$ cat config.mk
export PLATFORM = sky130hd
export DESIGN_NAME = mp4_protection_box_scanner
export DESIGN_NICKNAME = d
export VERILOG_FILES = /design/src/hw/rtl/mp4pbs_pkg.sv /design/src/hw/rtl/mp4_protection_box_scanner.sv /design/src/hw/rtl/mp4pbs_judge.sv
export SDC_FILE = /design/constraint.sdc
export NUM_CORES = 1
export LEC_CHECK = 0
export ABC_CLOCK_PERIOD_IN_PS = 48800
export BUFFER_PORTS_ARGS = -buffer_cell sky130_fd_sc_hd__buf_2
export CAP_MARGIN = 0
export CORE_MARGIN = 2
export CORE_UTILIZATION = 62
export CTS_BUF_LIST = sky130_fd_sc_hd__clkbuf_4 sky130_fd_sc_hd__clkbuf_8
export CTS_CLUSTER_DIAMETER = 200
export CTS_CLUSTER_SIZE = 40
export DETAILED_ROUTE_END_ITERATION = 10
export GPL_ROUTABILITY_DRIVEN = 0
export PLACE_DENSITY = 0.93
export SYNTH_ARGS = -nofsm -noshare
export SYNTH_HDL_FRONTEND = slang
export SYNTH_SLANG_ARGS = --single-unit
export TNS_END_PERCENT = 30
$ cat constraint.sdc
create_clock -name clk -period 48.8 [get_ports clk]
set_input_delay 2.44 -clock clk [delete_from_list [all_inputs] [get_ports clk]]
set_output_delay 2.44 -clock clk [all_outputs]
set_load 0.01 [all_outputs]
$ cat src/hw/rtl/mp4pbs_pkg.sv
// ---------------------------------------------------------------------------
// mp4pbs_pkg
// Types and constants shared by the protection box scanner modules.
// ---------------------------------------------------------------------------
package mp4pbs_pkg;

  localparam int WinLen = 32;
  localparam int SysIdBytes = 16;
  localparam int SysIdAt = 12;
  localparam int KeyIdAt = 16;

  localparam logic [31:0] MinBoxSize = 32'd32;
  localparam logic [31:0] PsshType = 32'h7073_7368;
  localparam logic [31:0] TencType = 32'h7465_6e63;

  localparam logic [127:0] SysIdOne = 128'hedef8ba979d64acea3c827dcd51d21ed;
  localparam logic [127:0] SysIdTwo = 128'h9a04f07998404286ab92e65be0885f95;

  localparam logic KindPssh = 1'b0;
  localparam logic KindTenc = 1'b1;

  localparam logic [1:0] ClassOther = 2'd0;
  localparam logic [1:0] ClassSysOne = 2'd1;
  localparam logic [1:0] ClassSysTwo = 2'd2;

  typedef logic [WinLen-1:0][7:0] win_t;

  typedef struct packed {
    logic [7:0] data_byte;
    logic       first_byte;
  } in_t;

  typedef struct packed {
    logic        match_kind;
    logic [31:0] box_offset;
    logic [31:0] box_size;
    logic [1:0]  system_class;
    logic [63:0] key_id_high;
    logic [63:0] key_id_low;
  } out_t;

endpackage

$ cat src/hw/rtl/mp4_protection_box_scanner.sv
// ---------------------------------------------------------------------------
// mp4_protection_box_scanner
// Scans an init segment byte stream for pssh and tenc box headers.
// ---------------------------------------------------------------------------
//  Channel | Ports                         | Moves
//  --------+-------------------------------+------------------------------
//  input   | in_valid, in_stall, in_data   | one segment byte per transaction
//  result  | out_valid, out_stall, out_data| one found box per transaction
//  config  | cfg_wr_en, cfg_wr_data        | segment length write
//
// One byte is accepted every cycle while in_stall is low; a result is
// registered from the byte that completes its 32-byte window. The window
// shift and one header compare per byte set this rate. A two-entry output
// register and skid stage let bytes keep flowing while one result waits;
// in_stall rises only when both entries are full. Reset clears the offset,
// the segment length and the output valids.
// ---------------------------------------------------------------------------
module mp4_protection_box_scanner (
  input  logic                clk,
  input  logic                rst_n,
  input  logic                in_valid,
  output logic                in_stall,
  input  mp4pbs_pkg::in_t     in_data,
  output logic                out_valid,
  input  logic                out_stall,
  output mp4pbs_pkg::out_t    out_data,
  input  logic                cfg_wr_en,
  input  logic [31:0]         cfg_wr_data
);

  logic [31:0]      seg_len_r;
  logic [31:0]      pos_r, pos_nxt;
  mp4pbs_pkg::win_t win_r, win_nxt;
  mp4pbs_pkg::out_t out_r, out_nxt;
  mp4pbs_pkg::out_t skid_r, skid_nxt;
  logic             out_valid_r, out_valid_nxt;
  logic             skid_valid_r, skid_valid_nxt;
  logic [31:0]      off;
  logic             accept;
  logic             take;
  logic             hit;
  mp4pbs_pkg::out_t res;

  assign accept = in_valid && !skid_valid_r;
  assign take = out_valid_r && !out_stall;
  assign off = in_data.first_byte ? 32'd0 : pos_r;
  assign pos_nxt = (off == '1) ? off : off + 32'd1;
  assign win_nxt = {in_data.data_byte, win_r[mp4pbs_pkg::WinLen-1:1]};

  mp4pbs_judge u_judge (
    .win     (win_nxt),
    .off     (off),
    .seg_len (seg_len_r),
    .hit     (hit),
    .res     (res)
  );

  always_comb begin
    out_nxt = out_r;
    skid_nxt = skid_r;
    out_valid_nxt = out_valid_r;
    skid_valid_nxt = skid_valid_r;
    if (take) begin
      if (skid_valid_r) begin
        out_nxt = skid_r;
        skid_valid_nxt = 1'b0;
      end else begin
        out_valid_nxt = 1'b0;
      end
    end
    if (accept && hit) begin
      if (!out_valid_nxt) begin
        out_nxt = res;
        out_valid_nxt = 1'b1;
      end else begin
        skid_nxt = res;
        skid_valid_nxt = 1'b1;
      end
    end
  end

  always_ff @(posedge clk) begin
    if (!rst_n) begin
      seg_len_r <= '0;
      pos_r <= '0;
      out_valid_r <= 1'b0;
      skid_valid_r <= 1'b0;
    end else begin
      if (cfg_wr_en) begin
        seg_len_r <= cfg_wr_data;
      end
      if (accept) begin
        pos_r <= pos_nxt;
      end
      out_valid_r <= out_valid_nxt;
      skid_valid_r <= skid_valid_nxt;
    end
  end

  always_ff @(posedge clk) begin
    if (accept) begin
      win_r <= win_nxt;
    end
    out_r <= out_nxt;
    skid_r <= skid_nxt;
  end

  assign in_stall = skid_valid_r;
  assign out_valid = out_valid_r;
  assign out_data = out_r;

endmodule

$ cat src/hw/rtl/mp4pbs_judge.sv
// ---------------------------------------------------------------------------
// mp4pbs_judge
// Judges the candidate box header at the oldest byte of the window.
// ---------------------------------------------------------------------------
module mp4pbs_judge (
  input  mp4pbs_pkg::win_t win,
  input  logic [31:0]      off,
  input  logic [31:0]      seg_len,
  output logic             hit,
  output mp4pbs_pkg::out_t res
);

  logic [31:0]  start;
  logic [31:0]  size;
  logic [31:0]  box_type;
  logic [127:0] sys_id;
  logic [127:0] key_id;
  logic [32:0]  box_end;
  logic         full;
  logic         fits;
  logic         is_pssh;
  logic         is_tenc;

  assign sys_id = {<<8{win[mp4pbs_pkg::SysIdAt + mp4pbs_pkg::SysIdBytes - 1 :
                           mp4pbs_pkg::SysIdAt]}};
  assign key_id = {<<8{win[mp4pbs_pkg::KeyIdAt + mp4pbs_pkg::SysIdBytes - 1 :
                           mp4pbs_pkg::KeyIdAt]}};

  assign size = {win[0], win[1], win[2], win[3]};
  assign box_type = {win[4], win[5], win[6], win[7]};
  assign full = off >= 32'(mp4pbs_pkg::WinLen - 1);
  assign start = off - 32'(mp4pbs_pkg::WinLen - 1);
  assign box_end = {1'b0, start} + {1'b0, size};
  assign fits = (size >= mp4pbs_pkg::MinBoxSize) && (box_end <= {1'b0, seg_len});
  assign is_pssh = box_type == mp4pbs_pkg::PsshType;
  assign is_tenc = box_type == mp4pbs_pkg::TencType;
  assign hit = full && fits && (is_pssh || is_tenc);

  always_comb begin
    res.box_offset = start;
    res.box_size = size;
    if (is_pssh) begin
      res.match_kind = mp4pbs_pkg::KindPssh;
      res.key_id_high = '0;
      res.key_id_low = '0;
      if (sys_id == mp4pbs_pkg::SysIdOne) begin
        res.system_class = mp4pbs_pkg::ClassSysOne;
      end else if (sys_id == mp4pbs_pkg::SysIdTwo) begin
        res.system_class = mp4pbs_pkg::ClassSysTwo;
      end else begin
        res.system_class = mp4pbs_pkg::ClassOther;
      end
    end else begin
      res.match_kind = mp4pbs_pkg::KindTenc;
      res.system_class = mp4pbs_pkg::ClassOther;
      res.key_id_high = key_id[127:64];
      res.key_id_low = key_id[63:0];
    end
  end

endmodule

==> summary.md <==
| Metric | Value |
|---|---|
| Internal | 0.7260 mW |
| Yosys reg bits | 704 |
| Top cell type by total area after synthesis | edfxtp_1 |
| Top Ports | 243 |
| IO Port Bufs | 242 |
| DRT iter0 DRCs | 2026 |
| Post-DP Area | 30890 sq um |
| Routed len/inst | 21.30 um |
| Unrepaired setup endpoints after global routing | false |
| Period utilization | 0.2230 |
| Share of layout cells above drive strength 1 | 0.1273 |
| Synth warn | 0 |
| Final setup viols | 0 |
| Clock Tree Buf Depth | 3 |
| Post-Route WL | 67150 um |
| Hold Vio Cnt, Final | 0 |
| Die Wd | 221.4 um |
| Asr flop ratio synth | 0 |
| Fin nets | 2647 |
| Hold Path Class | flip-flop to flip-flop |
| CP endpoint kind | flip-flop |
| Most used cell, CP | ha_1 |
| Critical path arrival | 11.40 ns |
| Flop pwr share | 0.704 |
| Core area | 46560 sq um |
| Clk root buf | clkbuf_8 |
| Final setup TNS | 0 ns |
| Post-CTS Resized | 0 |
| Sequential fraction of the synthesis area | 0.6323 |
| Main synth FF type | edfxtp_1 |
| N_diodes | 0 |
| Post-DRT Antenna Nets | 0 |
| Switching share of power | 0.2262 |
| Syn Area/Cell | 12.35 sq um |
| Slew HR | 0.1103 |
| Reg-to-reg startpoint | pos_r[0] |
| Crit path largest cell delay | 0.79 ns |
| Htree depth | 1 |
| DPL Wire Length | 46400 um |
| Max frequency | 91.87 MHz |
| CP max-delay cell | buf_4 |
| Syn Inst Count | 2373 |
| WHS | 0.4501 ns |
| Synthesis-to-finish area growth | 6.849% |
| Initial antenna violation count | 0 |
| Combinational share of power | 0.070 |
| Clock transition at path regs | 0.21 ns |
| Num rows | 79 |
| Final Instance Area | 31310 sq um |
| TritonCTS Buffers | 21 |
| Yosys cell types | 84 |
| Setup Buffers After CTS | 0 |
| DR DRC count | 0 |
| VDD IR max | 0.02994 mV |
| Max-cap violations | 0 |
| Max-slew violations | 0 |
| Critical path class | input port to flip-flop |
| Required time worst endpoint | 49.31 ns |
| Fin crit period | 10.88 ns |
| Clock group share of total power | 0.226 |
| Fillers | 3109 |
| Area contributors post-synth | edfxtp_1, dfxtp_1, mux2i_1 |
| Total GRT Usage | 0.2629 |
| Die area | 49010 sq um |
| Synth Cell Area | 29300 sq um |
| Critical path launch point | in_data[0] |
| First-pass GRT wire length | 103700 um |
| Effective utilization at floorplan | 0.6294 |
| Post-Syn Nets | 2489 |
| P_sw | 0.2123 mW |
| Number of synthesized flops with an enable pin | 443 |
| CTS tree | yes |
| Hold path start | win_nxt[76] |
| Power Density | 29.97 nW/um^2 |
| Worst-Margin Slew | 1.335 ns |
| Sink Count | 704 |
| Hold buffers post-CTS | 0 |
| Largest net degree at the start of global routing | 269 |
| Crit path launch type | input port |
| Final Skew | 0.04369 ns |
| Commonest non-fill, non-tap cell in the layout | edfxtp_1 |
| Grt ovf | 0 |
| Vias after detailed routing | 19570 |
| Most frequent cells in the layout | edfxtp_1, dfxtp_1, nor2_1 |
| Worst-skew pair later-pin latency | 0.69 ns |
| Yosys top cell area share | 0.4540 |
| Outcome | finished, final reports clean |
| Vias in the first global route | 18870 |
| DR vias/cell | 6.210 |
| Die Y-Extent | 221.4 um |
| Drt first pass iters | 8 |
| Leak | 13.11 nW |
| CP max FO | 268 |
## critical path: cells and delay by family
kind,cells,cell delay (ns)
and+or+nand+nor,8,1.63
xor gates and xnor gates,1,0.15
AOI/OAI and AO/OA,12,3.30
buffers and inverters,5,2.35
adders and majority gates,3,1.01
## cells in the mapped netlist, types with 34 or more instances
master      n
inv_1      58
clkbuf_1   62
nand2_1    90
nor2b_1    45
o21ai_0    38
ha_1       69
and2_1    153
buf_2      42
nand3_1    37
a21oi_1   229
nor2_1    244
edfxtp_1  443
xnor2_1    34
mux2i_1   228
dfxtp_1   261
## metrics by stage
stage	std cells	worst slack [ns]	util	power (mW)
2_1_floorplan	2373	26.81	-	0.7150
3_3_place_gp	3115	38.15	0.6635	0.7307
3_5_place_dp	3115	37.64	0.6635	0.7362
4_1_cts	3152	38.34	0.6725	0.9376
5_1_grt	3152	37.39	0.6725	0.9651
6_report	3152	37.92	0.6725	0.9383
## kinds of logic after synthesis
family	count (synthesis)	synth area share
buffers and inverters	174	0.02524
adder cells (fa/ha/maj)	70	0.03015
flip-flops	704	0.6323
multiplexers	234	0.08019
AND/OR/NAND/NOR	756	0.1372
AO/OA/AOI/OAI	379	0.07810
XOR/XNOR	56	0.01674
## sequential cells by signal, summed over array words and instances (netlist names)
signal	flops
win_nxt	248
out_data	195
skid_r	195
pos_r	32
seg_len_r	32
in_stall	1
out_valid	1
## cell type report
| type | count | area [sq um] | area share |
|---|---|---|---|
| Sequential cell | 704 | 18530 | 0.5918 |
| Clock buffer | 35 | 394.1 | 0.01259 |
| Tap cell | 607 | 759.5 | 0.02426 |
| Multi-Input combinational cell | 1495 | 10060 | 0.3215 |
| Inverter | 59 | 229.0 | 0.007314 |
| Timing Repair Buffer | 250 | 1309 | 0.04180 |
| Clock inverter | 2 | 23.77 | 0.0007593 |
## layer usage
metal  track usage  part of all wire
met1        0.3391              0.38
met2        0.4479              0.49
met3       0.04833             0.092
met4       0.09223             0.039
met5             0                 0
## path summary, 6_finish.rpt
check | endpoint | slack (ns) | cells past startpoint
setup reg to reg | out_data[41] | 40.11 | 27
hold reg to reg | win_nxt[68] | 0.45 | 0
setup / recovery | out_data[41] | 37.92 | 29
hold / removal | win_nxt[68] | 0.45 | 0
## power by group through the flow
stage                     sequential, mW  clock [mW]  combinational, mW
after detailed placement           0.673           0             0.0635
after global placement             0.672           0             0.0590
after floorplan                    0.668           0             0.0466
after global routing               0.662       0.231             0.0717
after CTS                          0.660       0.214             0.0640
final                              0.661       0.212             0.0658
Power figures use the tool's default switching activity.
